<file path="config.mk">
export PLATFORM = sky130hd
export DESIGN_NAME = bzf_seq_flat
export DESIGN_NICKNAME = d
export VERILOG_FILES = /design/src/bzf_pkg.sv /design/src/bzf_if.sv /design/src/bzf_seq.sv /design/src/flat_wrapper.sv
export SDC_FILE = /design/constraint.sdc
export NUM_CORES = 1
export LEC_CHECK = 0
export BUFFER_PORTS_ARGS = -buffer_cell sky130_fd_sc_hd__buf_4
export CAP_MARGIN = 30
export CORE_MARGIN = 2
export CORE_UTILIZATION = 37
export CTS_CLUSTER_SIZE = 14
export DETAILED_ROUTE_END_ITERATION = 6
export PLACE_DENSITY_LB_ADDON = 0.12
export SYNTH_ARGS = -nofsm -noshare
export SYNTH_HDL_FRONTEND = slang
export SYNTH_SLANG_ARGS = --single-unit
</file>
<file path="constraint.sdc">
create_clock -name clk -period 24.7 [get_ports clk]
set_clock_uncertainty 0.1 [all_clocks]
set_input_delay 1.235 -clock clk [delete_from_list [all_inputs] [get_ports clk]]
set_output_delay 1.235 -clock clk [all_outputs]
set_load 0.05 [all_outputs]
</file>
<file path="src/bzf_pkg.sv">
// ----------------------------------------------------------------------------
// bzf_pkg: shared types and constants of the cubic Bezier flattener
// Fixed-point formats, item structs and the control bundles passed between the
// step sequencer, the weight pipeline, the lanes and the merge stage.
// ----------------------------------------------------------------------------
`default_nettype none

package bzf_pkg;

  localparam int FRAC_BITS    = 16;
  localparam int COORD_BITS   = 16;
  localparam int MAX_SEGMENTS = 64;
  localparam int NUM_PTS      = 4;
  localparam int CNT_W        = 7;
  localparam int COLOR_W      = 32;

  // t and u are Q1.F, the middle weights need one more integer bit.
  localparam int T_W    = FRAC_BITS + 1;
  localparam int W_W    = FRAC_BITS + 2;
  localparam int PROD_W = COORD_BITS + W_W + 1;
  localparam int SUM_W  = PROD_W + 2;
  localparam int QW     = SUM_W - FRAC_BITS;
  localparam int REM_W  = $clog2(MAX_SEGMENTS);
  localparam int DCNT_W = $clog2(T_W);

  localparam logic [T_W-1:0]          ONE_FX  = T_W'(64'd1 << FRAC_BITS);
  localparam logic [CNT_W-1:0]        SEG_MIN = CNT_W'(2);
  localparam logic [CNT_W-1:0]        SEG_MAX = CNT_W'(MAX_SEGMENTS);
  localparam logic signed [SUM_W-1:0] BIAS    = SUM_W'((64'd1 << FRAC_BITS) - 64'd1);
  localparam logic signed [QW-1:0]    SAT_MAX = QW'((64'sd1 <<< (COORD_BITS - 1)) - 64'sd1);
  localparam logic signed [QW-1:0]    SAT_MIN = QW'(-(64'sd1 <<< (COORD_BITS - 1)));

  typedef struct packed {
    logic signed [COORD_BITS-1:0] p0_x;
    logic signed [COORD_BITS-1:0] p0_y;
    logic signed [COORD_BITS-1:0] p1_x;
    logic signed [COORD_BITS-1:0] p1_y;
    logic signed [COORD_BITS-1:0] p2_x;
    logic signed [COORD_BITS-1:0] p2_y;
    logic signed [COORD_BITS-1:0] p3_x;
    logic signed [COORD_BITS-1:0] p3_y;
    logic [CNT_W-1:0]             segment_count;
    logic [COLOR_W-1:0]           draw_color;
  } curve_t;

  typedef struct packed {
    logic signed [COORD_BITS-1:0] start_x;
    logic signed [COORD_BITS-1:0] start_y;
    logic signed [COORD_BITS-1:0] end_x;
    logic signed [COORD_BITS-1:0] end_y;
    logic [COLOR_W-1:0]           seg_color;
    logic                         last_segment;
  } seg_t;

  typedef struct packed {
    logic valid;
    logic last;
  } ctl_t;

  typedef struct packed {
    ctl_t           ctl;
    logic [T_W-1:0] t;
  } step_t;

  typedef struct packed {
    ctl_t                         ctl;
    logic [NUM_PTS-1:0][W_W-1:0]  w;
  } wgt_t;

endpackage

`default_nettype wire

</file>
<file path="src/bzf_if.sv">
// ----------------------------------------------------------------------------
// bzf_if: valid/ready channels of the cubic Bezier flattener
// One channel carries curves in, the other carries line segments out.
// ----------------------------------------------------------------------------
`default_nettype none

interface bzf_curve_if;
  logic            valid;
  logic            ready;
  bzf_pkg::curve_t data;

  modport source (output valid, output data, input ready);
  modport sink (input valid, input data, output ready);
endinterface


`default_nettype wire

</file>
<file path="src/bzf_seq.sv">
// ----------------------------------------------------------------------------
// bzf_seq: curve intake and step sequencer
// Clamps the segment count, finds 2^F / n with a serial restoring divider and
// then issues t = floor(i * 2^F / n) for i = 1..n, one step per cycle while adv is high.
// ----------------------------------------------------------------------------
`default_nettype none

module bzf_seq (
  input  logic                 clk,
  input  logic                 rst_n,
  bzf_curve_if.sink            in_curve,
  input  logic                 adv,
  input  logic                 pipe_busy,
  output bzf_pkg::step_t       step,
  output logic                 load,
  output bzf_pkg::curve_t      pend,
  output bzf_pkg::curve_t      act
);

  typedef enum logic [3:0] {
    ST_IDLE = 4'b0001,
    ST_DIV  = 4'b0010,
    ST_HOLD = 4'b0100,
    ST_STEP = 4'b1000
  } seq_state_t;

  seq_state_t state_r, state_nxt;

  bzf_pkg::curve_t                pend_r, pend_nxt;
  bzf_pkg::curve_t                act_r, act_nxt;
  logic [bzf_pkg::CNT_W-1:0]      n_r, n_nxt;
  logic [bzf_pkg::CNT_W-1:0]      cnt_in;
  logic [bzf_pkg::T_W-1:0]        dq_r, dq_nxt;
  logic [bzf_pkg::REM_W-1:0]      rem_r, rem_nxt;
  logic [bzf_pkg::DCNT_W-1:0]     dcnt_r, dcnt_nxt;
  logic [bzf_pkg::T_W-1:0]        t_r, t_nxt;
  logic [bzf_pkg::REM_W-1:0]      racc_r, racc_nxt;
  logic [bzf_pkg::CNT_W-1:0]      i_r, i_nxt;
  logic                           s0v_r, s0v_nxt;
  logic                           s0l_r, s0l_nxt;

  logic [bzf_pkg::REM_W:0]        rem_sh, div_diff;
  logic                           div_ge;
  logic [bzf_pkg::REM_W:0]        rsum, step_diff;
  logic                           step_ge;

  assign in_curve.ready = (state_r == ST_IDLE);
  assign step.ctl.valid = s0v_r;
  assign step.ctl.last  = s0l_r;
  assign step.t         = t_r;
  assign pend           = pend_r;
  assign act            = act_r;

  assign cnt_in = in_curve.data.segment_count;

  always_comb begin
    state_nxt = state_r;
    pend_nxt  = pend_r;
    act_nxt   = act_r;
    n_nxt     = n_r;
    dq_nxt    = dq_r;
    rem_nxt   = rem_r;
    dcnt_nxt  = dcnt_r;
    t_nxt     = t_r;
    racc_nxt  = racc_r;
    i_nxt     = i_r;
    s0v_nxt   = s0v_r;
    s0l_nxt   = s0l_r;
    load      = 1'b0;

    rem_sh    = {rem_r, dq_r[bzf_pkg::T_W-1]};
    div_ge    = (rem_sh >= n_r);
    div_diff  = rem_sh - n_r;
    // Remainder of i * 2^F / n is carried along with the quotient.
    rsum      = {1'b0, racc_r} + {1'b0, rem_r};
    step_ge   = (rsum >= n_r);
    step_diff = rsum - n_r;

    if (adv) begin
      s0v_nxt = 1'b0;
    end

    case (state_r)
      ST_IDLE: begin
        if (in_curve.valid) begin
          pend_nxt = in_curve.data;
          if (cnt_in < bzf_pkg::SEG_MIN) begin
            n_nxt = bzf_pkg::SEG_MIN;
          end else if (cnt_in > bzf_pkg::SEG_MAX) begin
            n_nxt = bzf_pkg::SEG_MAX;
          end else begin
            n_nxt = cnt_in;
          end
          dq_nxt    = bzf_pkg::ONE_FX;
          rem_nxt   = '0;
          dcnt_nxt  = bzf_pkg::DCNT_W'(bzf_pkg::T_W - 1);
          state_nxt = ST_DIV;
        end
      end
      ST_DIV: begin
        rem_nxt  = div_ge ? div_diff[bzf_pkg::REM_W-1:0] : rem_sh[bzf_pkg::REM_W-1:0];
        dq_nxt   = {dq_r[bzf_pkg::T_W-2:0], div_ge};
        dcnt_nxt = dcnt_r - bzf_pkg::DCNT_W'(1);
        if (dcnt_r == '0) begin
          state_nxt = ST_HOLD;
        end
      end
      ST_HOLD: begin
        // The lanes read the active curve, so the previous curve must drain first.
        if (!pipe_busy && !s0v_r) begin
          load      = 1'b1;
          act_nxt   = pend_r;
          t_nxt     = '0;
          racc_nxt  = '0;
          i_nxt     = bzf_pkg::CNT_W'(1);
          state_nxt = ST_STEP;
        end
      end
      ST_STEP: begin
        if (adv) begin
          t_nxt    = t_r + dq_r + bzf_pkg::T_W'(step_ge);
          racc_nxt = step_ge ? step_diff[bzf_pkg::REM_W-1:0] : rsum[bzf_pkg::REM_W-1:0];
          i_nxt    = i_r + bzf_pkg::CNT_W'(1);
          s0v_nxt  = 1'b1;
          s0l_nxt  = (i_r == n_r);
          if (i_r == n_r) begin
            state_nxt = ST_IDLE;
          end
        end
      end
      default: begin
        state_nxt = ST_IDLE;
      end
    endcase
  end

  always_ff @(posedge clk) begin
    if (!rst_n) begin
      state_r <= ST_IDLE;
      s0v_r   <= 1'b0;
    end else begin
      state_r <= state_nxt;
      s0v_r   <= s0v_nxt;
    end
  end

  always_ff @(posedge clk) begin
    pend_r <= pend_nxt;
    act_r  <= act_nxt;
    n_r    <= n_nxt;
    dq_r   <= dq_nxt;
    rem_r  <= rem_nxt;
    dcnt_r <= dcnt_nxt;
    t_r    <= t_nxt;
    racc_r <= racc_nxt;
    i_r    <= i_nxt;
    s0l_r  <= s0l_nxt;
  end

  a_last_t_is_one: assert property (@(posedge clk) disable iff (!rst_n)
    s0v_r && s0l_r |-> t_r == bzf_pkg::ONE_FX)
    else $error("final step of a curve does not land on t = 1.0");

  a_racc_below_n: assert property (@(posedge clk) disable iff (!rst_n)
    state_r == ST_STEP |-> {1'b0, racc_r} < n_r)
    else $error("step remainder is not below the segment count");

  a_quot_nonzero: assert property (@(posedge clk) disable iff (!rst_n)
    state_r == ST_STEP |-> dq_r != '0)
    else $error("step size from the divider is zero");

endmodule

`default_nettype wire

</file>
<file path="src/flat_wrapper.sv">
// flat-port wrapper written by rule: the top's interface ports become plain ports
module bzf_seq_flat 
  (clk, rst_n, adv, pipe_busy, step, load, pend, act, in_curve_valid, in_curve_data, in_curve_ready);
  bzf_curve_if in_curve_i ();
  input  logic clk;
  input  logic rst_n;
  input  logic adv;
  input  logic pipe_busy;
  output bzf_pkg::step_t step;
  output logic load;
  output bzf_pkg::curve_t pend;
  output bzf_pkg::curve_t act;
  input wire logic [$bits(in_curve_i.valid)-1:0] in_curve_valid;
  input wire logic [$bits(in_curve_i.data)-1:0] in_curve_data;
  output wire logic [$bits(in_curve_i.ready)-1:0] in_curve_ready;
  assign in_curve_i.valid = in_curve_valid;
  assign in_curve_i.data = in_curve_data;
  assign in_curve_ready = in_curve_i.ready;
  bzf_seq u_core (.clk(clk), .rst_n(rst_n), .in_curve(in_curve_i), .adv(adv), .pipe_busy(pipe_busy), .step(step), .load(load), .pend(pend), .act(act));
endmodule
</file>
==> metrics.log, run 1 <==
INFO  metric top_signal_layer_used = met5
INFO  metric powerDensity = 80.92 nW/um^2
INFO  metric startpoint_class_of_the_critical_path = flip-flop
INFO  metric p_sw = 448.9 uW
INFO  metric synth.cell_area = 14690 um^2
INFO  metric synth-warning-count = 0
INFO  metric place_inst = 1814
INFO  metric postSynthNetCount = 987
INFO  metric place_hpwl = roughly 34000 um
INFO  metric cp.required = 24.88 ns
INFO  metric switching_share = 0.2682
INFO  metric totalWireLength = 44380 um
INFO  metric routed_wl_met2 = 22160 um
INFO  metric postPlaceCellArea = ~19000 um^2
INFO  metric grt_antenna_before_repair = 7
INFO  metric synth.top_cells.by_area = edfxtp_1, ha_1, nor2_1
INFO  metric portBuffers = approximately 530
INFO  metric critPathKind = reg2reg
INFO  metric synth-edff-count = 400
INFO  metric comb_power_share = 0.146
INFO  metric clockPowerShare = 0.365
INFO  metric grt_start_max_net_pins = 76
INFO  metric global_route.overflow_total = 0
INFO  metric run_status = completed
INFO  metric min_path_type = reg2reg
INFO  metric slew_viol_final = 0
INFO  metric flow.area_growth_from_synthesis = 40.77%
INFO  metric synth.lib_cells_used.distinct = 59
INFO  metric setup_repair_after_global_routing_missed_its_margin = no
INFO  metric yosysTopAreaCell = edfxtp_1
INFO  metric yosys_register_bits = 405
INFO  metric drt.antenna.violating_nets = 0
INFO  metric finalWorstSetupSlack = 19.60 ns
INFO  metric placement.setup.worst_slack = 19.56 ns
INFO  metric holdBufCountCts = 0
INFO  metric first_pass_iters = 4
INFO  metric io-pin-count = 527
INFO  metric number_of_vias_after_detailed_routing = between 8k and 9k
INFO  metric finalHoldViolCount = 0
INFO  metric core_area = 38920 um^2
INFO  metric period_needed = ~5.1 ns
INFO  metric detail_route.wirelength.met1 = about 16000 um
INFO  metric cts_buffer_depth = 3
INFO  metric wl_met3 = 4308 um
INFO  metric arrival_time_reported_for_the_critical_path_endpoint = between 5 and 6 ns
INFO  metric drt-vias-per-instance = 4.703
INFO  metric avgRoutedWirePerCell = 23.46 um
INFO  metric register_area_share_after_synthesis = 0.8244
INFO  metric worst_pin_slew = 0.9821 ns
INFO  metric worst_setup_hold_path_clk_slew = 0.06 ns
INFO  metric via_count_of_the_first_global_routing_pass = 9099
INFO  metric clock_sink_count = between 400 and 500
INFO  metric async_reset_ff_frac = 0
INFO  metric tritoncts_clock_tree = yes
INFO  metric die-width = 203.3 um
INFO  metric clock_latency = 0.58 ns
INFO  metric synth_flop_cell = edfxtp_1
INFO  metric die_footprint = 41320 um^2
INFO  metric drcViolationCount = 0
INFO  metric worst_ir_drop_vdd = 58.53 uV
INFO  metric fmaxAchievable = 195.9 MHz
INFO  metric die_y = 203.3 um
INFO  metric placementRows = 72
INFO  metric min_path_cells = 0
INFO  metric sequentialPowerShare = 0.489
INFO  metric drive_above_1_share = 0.4410
INFO  metric p_int = between 1 and 1.5 mW
INFO  metric final_net_count = 1557
INFO  metric critical_path_maximum_fanout = 5
INFO  metric grt_first_pass_wirelength = 62220 um
INFO  metric htreeDepth = 2
INFO  metric post-cts-setup-buffer-count = 0
INFO  metric netlist_top_cells_count = edfxtp_1, ha_1, nor2_1, nand2_1, inv_1
INFO  metric cts_repair_resize_count = 0
INFO  metric max_cap_viol_count = 0
INFO  metric cts.root.buffer_cell = clkbuf_16
INFO  metric drt-initial-drc-count = 526
INFO  metric worstRegToRegCells = 20
INFO  metric totalNegativeSetupSlack = 0 ns
INFO  metric syn-mean-instance-area = 19.01 um^2
INFO  metric post-synth-top-area-fraction = 0.8176
INFO  metric worstSetupEndpointType = flip-flop
INFO  metric final.period_utilization = 0.2067
INFO  metric setup-violations-final = 0
INFO  metric synth_cells = slightly below 800
INFO  metric postLayoutCellArea = ~21000 um^2
INFO  metric power.static_leakage = about 8.1 nW
INFO  metric timing.slew.headroom = 0.3453
INFO  metric pnr_total_power = 1.673 mW
INFO  metric routabilityCongestion = roughly 0.87
INFO  metric numCtsBuffers = 44
INFO  metric library_cell_with_the_highest_instance_count_after_synthesis = edfxtp_1
INFO  metric initial_utilization = 0.3775
INFO  metric grt_util_all_layers = 0.2118
INFO  metric finalNonFillerCells = 1892
-- power by group through the flow --
stage	Sequential (mW)	Combinational, mW	Clock, mW
finish	0.819	0.244	0.611
global route	0.823	0.257	0.651
CTS	0.820	0.245	0.626
detailed placement	0.834	0.244	0
global placement	0.832	0.242	0
floorplan	0.915	0.0725	0
-- metrics by stage --
step | hold WS [ns] | utilization
finish | 0.3400 | 0.5314
global placement | 0.3306 | 0.4961
CTS | 0.3454 | 0.5306
global route | 0.3505 | 0.5313
detailed placement | 0.3328 | 0.4968
floorplan | 0.4099 | -
-- state kept, by name, summed over array words and instances, names as in the netlist, named ones only --
name / flops
u_core.pend: 167
u_core.n_r: 7
u_core.state_r: 4
u_core.racc_r: 6
u_core.s0l_r: 1
u_core.t_r: 17
u_core.act: 167
u_core.rem_r: 6
u_core.dq_r: 17
u_core.dcnt_r: 5
u_core.i_r: 7
-- final timing paths --
| path | start | to | slack (ns) |
|---|---|---|---|
| max | u_core.rem_r[0]$_SDFFCE_PN0P_ | u_core.t_r[12]$_SDFFCE_PN0P_ | 19.60 |
| min | u_core.pend[83]$_DFFE_PP_ | u_core.act[83]$_DFFE_PP_ | 0.34 |
| max reg2reg | u_core.rem_r[0]$_SDFFCE_PN0P_ | u_core.t_r[12]$_SDFFCE_PN0P_ | 19.60 |
| min reg2reg | u_core.pend[83]$_DFFE_PP_ | u_core.act[83]$_DFFE_PP_ | 0.34 |
-- per-layer routing --
layer  up-vias  global-route usage
met5         -                   0
met4         8             0.09593
met1      4356              0.2405
met3        79             0.09044
li1       4136                   -
met2       320              0.3478
-- cells in the final DEF, fill, tap and decap left out, types with 3 or more instances in the layout --
cell type,count
buf_4,534
edfxtp_1,400
clkbuf_16,45
nor2_1,37
ha_1,37
nand2_1,30
inv_1,21
and2_1,21
a21oi_1,21
o21ai_0,20
xnor2_1,15
xor2_1,14
nand3_1,13
o21a_1,12
mux2i_1,12
clkinv_1,11
nand2b_1,9
clkbuf_1,9
nor2b_1,8
nor3_1,8
a21o_1,6
a211oi_1,5
and3_1,5
fa_1,5
dfxtp_1,5
clkinv_2,5
nand4_1,4
o211ai_1,4
or3_1,3
o31a_1,3
o21bai_1,3
nand3b_1,3
-- logic make-up (layout without fill, tap and decap cells) --
kind of cell,after synthesis,in the layout,synth area share
adders and majority gates,42,42,0.03832
other,0,2,0
DFF,405,405,0.8244
muxes,12,12,0.008176
xor gates and xnor gates,29,29,0.01729
and+or+nand+nor,157,157,0.05834
buffers and inverters,35,634,0.01005
AOI/OAI and AO/OA,93,93,0.04344
-- final cells by class --
cell class | count | area [um^2]
clock inverters | 21 | 153.9
clock buffers | 54 | 1160
repair buffers | 536 | 4064
fillers | 3268 | 18240
flip-flops and latches | 405 | 12110
multi-input cells | 333 | 2447
well taps | 518 | 648.1
diodes | 2 | 5.005
inverters | 23 | 91.34
-- worst max-delay path, cell delays in order (launching register included) --
cell      delay, ns
edfxtp_1       0.44
ha_1           0.22
inv_1          0.07
fa_1           0.20
nor2b_1        0.06
o21a_1         0.17
o21ai_0        0.25
nand2b_1       0.09
a21o_1         0.18
ha_1           0.34
nand4_1        0.12
o21ai_1        0.14
o31ai_4        0.37
inv_2          0.12
fa_1           0.46
fa_1           0.45
a211oi_1       0.34
o21ai_0        0.15
and4b_1        0.25
o21ai_0        0.14
o311ai_0       0.14
Power figures use the tool's default switching activity.
==> run 2: changes to the inputs <==
==> constraint.sdc (replaced) <==
create_clock -name clk -period 5 [get_ports clk]
set_clock_uncertainty 0.1 [all_clocks]
set_input_delay 0.25 -clock clk [delete_from_list [all_inputs] [get_ports clk]]
set_output_delay 0.25 -clock clk [all_outputs]
set_load 0.05 [all_outputs]
==> metrics.log, run 2 (same netlist as run 1, synthesis figures left out) <==
INFO  metric run_status = completed
INFO  metric worstSetupEndpointType = flip-flop
INFO  metric drcViolationCount = 0
INFO  metric fmaxAchievable = around 210 MHz
INFO  metric finalHoldViolCount = 0
INFO  metric comb_power_share = 0.156
INFO  metric die_y = ~200 um
INFO  metric startpoint_class_of_the_critical_path = flip-flop
INFO  metric totalWireLength = about 47000 um
INFO  metric startpoint_of_the_most_critical_setup_path = u_core.rem_r[0]$_SDFFCE_PN0P_
INFO  metric avgRoutedWirePerCell = 22.65 um
INFO  metric cp.required = 5.32 ns
INFO  metric slew_viol_final = 0
INFO  metric timing.slew.headroom = 0.3800
INFO  metric htreeDepth = 2
INFO  metric worst_pin_slew = between 0.9 and 1 ns
INFO  metric period_needed = 4.680 ns
INFO  metric place_inst = 1817
INFO  metric initial_utilization = 0.3775
INFO  metric finalNonFillerCells = 2072
INFO  metric numCtsBuffers = 44
INFO  metric setup_repair_after_global_routing_missed_its_margin = no
INFO  metric via_count_of_the_first_global_routing_pass = 9993
INFO  metric switching_share = 0.2668
INFO  metric p_int = approximately 6.3 mW
INFO  metric drive_above_1_share = 0.4012
INFO  metric critical_path.max_stage_delay = 0.45 ns
INFO  metric p_sw = 2.296 mW
INFO  metric global_route.overflow_total = 0
INFO  metric cts.root.buffer_cell = clkbuf_16
INFO  metric tritoncts_clock_tree = yes
INFO  metric postPlaceCellArea = 19390 um^2
INFO  metric grt_antenna_before_repair = 3
INFO  metric critPathKind = reg2reg
INFO  metric worstRegToRegCells = 20
INFO  metric min_path_type = in2reg
INFO  metric drt-initial-drc-count = 677
INFO  metric critical_path.endpoint = u_core.t_r[16]$_SDFFCE_PN0P_
INFO  metric most-common-layout-cells = buf_4, edfxtp_1, dlygate4sd3_1, clkbuf_16
INFO  metric clock_latency = 0.58 ns
INFO  metric critical_path_maximum_fanout = 4
INFO  metric postLayoutCellArea = 22560 um^2
INFO  metric crit_path_top_delay_cell = edfxtp_1
INFO  metric flow.area_growth_from_synthesis = 53.54%
INFO  metric core_area = approximately 39000 um^2
INFO  metric grt_start_max_net_pins = 132
INFO  metric max_cap_viol_count = 0
INFO  metric routabilityCongestion = 0.9044
INFO  metric setup-violations-final = 0
INFO  metric number_of_vias_after_detailed_routing = just under 10k
INFO  metric arrival_time_reported_for_the_critical_path_endpoint = 5.00 ns
INFO  metric reg2reg_to = u_core.t_r[16]$_SDFFCE_PN0P_
INFO  metric timing.critical_path.max_delay_family = adder cells
INFO  metric worst_setup_hold_path_clk_slew = 0.06 ns
INFO  metric placementRows = 72
INFO  metric place_hpwl = 34660 um
INFO  metric most_common_cell_after_layout_fill_and_taps_aside = buf_4
INFO  metric sequentialPowerShare = 0.471
INFO  metric setup.reg_to_reg.worst_slack = approximately 0.32 ns
INFO  metric portBuffers = 526
INFO  metric final.period_utilization = 0.9359
INFO  metric drt-vias-per-instance = 4.657
INFO  metric count_of_buffering_cells_on_the_critical_path_with_inverters_included = 2
INFO  metric worst_reg2reg_path_startpoint = u_core.rem_r[0]$_SDFFCE_PN0P_
INFO  metric die_footprint = 41320 um^2
INFO  metric drt.antenna.violating_nets = 0
INFO  metric worst_ir_drop_vdd = 345.1 uV
INFO  metric critical_path.cell_chain = ha_1 > inv_1 > fa_1 > nor2b_1 > o21a_1 > or3_1 > and2_1 > ha_1 > nand3_1 > o21ai_1 > o22a_1 > o31ai_4 > inv_2 > fa_2 > fa_2 > a211oi_4 > o21bai_1 > a21oi_1 > o41a_1 > mux2i_1
INFO  metric final_net_count = around 1.7k
INFO  metric io-pin-count = 527
INFO  metric die-width = 203.3 um
INFO  metric hold_start = pipe_busy
INFO  metric timing.critical_path.depth = 20
INFO  metric powerDensity = about 380 nW/um^2
INFO  metric grt_first_pass_wirelength = 66660 um
INFO  metric first_pass_iters = 7
INFO  metric clock_sink_count = between 400 and 500
INFO  metric cts_buffer_depth = 3
INFO  metric clockPowerShare = 0.373
INFO  metric grt_util_all_layers = 0.2242
INFO  metric power.static_leakage = 8.867 nW
-- run 2: cell types whose count changed in the layout (fill, tap and decap cells not counted), sizes merged --
| cell | before | now |
|---|---|---|
| dlygate4sd3 | 0 | 171 |
| clkinv | 17 | 22 |
| buf | 536 | 540 |
| bufinv | 1 | 4 |
| clkbuf | 54 | 51 |
| clkinvlp | 0 | 3 |
| inv | 26 | 24 |
| diode | 2 | 1 |
-- run 2: how the worst min path moves through the flow --
stage | cells after the start | slack [ns] | end
after floorplan | 1 | 0.25 | u_core.state_r[0]$_SDFFE_PN1P_
after global placement | 1 | 0.33 | u_core.pend[159]$_DFFE_PP_
after detailed placement | 1 | 0.33 | u_core.pend[63]$_DFFE_PP_
after CTS | 4 | 0.02 | u_core.state_r[2]$_SDFFE_PN0P_
after global routing | 4 | 0.07 | u_core.state_r[2]$_SDFFE_PN0P_
final | 4 | 0.06 | u_core.state_r[2]$_SDFFE_PN0P_
-- run 2: final cells by class --
| class | instances | area, um^2 |
|---|---|---|
| antenna | 1 | 2.502 |
| clock buffer | 51 | 1149 |
| clock inverter | 30 | 270.3 |
| fill | 2995 | 16360 |
| inverter | 23 | 90.09 |
| multi-input combinational | 333 | 2481 |
| sequential | 405 | 12110 |
| tap | 518 | 648.1 |
| timing repair buffer | 711 | 5803 |
-- run 2: worst min-delay path: stages --
cell	delay, ns
buf_4	0.08
nor2_1	0.05
o22ai_1	0.15
and3_1	0.17
-- run 2: per-layer routing --
layer  global-route usage  vias to the layer above  wire length (um)
met5                    0                        -                21
met4              0.06204                        4              1212
met3              0.08038                       68              3569
met2               0.3938                      331             24400
met1               0.2585                     4768             17720
li1                     -                     4478                 -
-- run 2: metrics by stage --
step / TNS, ns / hold WS, ns / setup WS (ns) / total power, mW / util
after CTS: 0 / 0.02439 / 0.08301 / 8.664 / 0.5789
after floorplan: -413.53 / 0.2486 / -2.739 / 4.873 / -
after global routing: 0 / 0.07433 / 0.003811 / 8.899 / 0.5796
final: 0 / 0.06364 / 0.3204 / 8.604 / 0.5796
after global placement: 0 / 0.3279 / 0.08252 / 5.333 / 0.4983
after detailed placement: 0 / 0.3293 / 0.004615 / 5.345 / 0.4983
-- run 2: power groups by stage --
stage	combinational, mW	sequential (mW)	clock (mW)
after floorplan	0.360	4.51	0
after global placement	1.22	4.11	0
after detailed placement	1.22	4.12	0
after CTS	1.34	4.05	3.27
after global routing	1.42	4.07	3.41
final	1.34	4.05	3.21
-- run 2: what timing repair did --
item,CTS,global route
pin swaps,0,3
endpoints found under the setup margin,4,6
resized for setup,1,4
hold buffers,171,0
hold endpoints to repair,180,0
buffers inserted,0,2
cloned,0,0
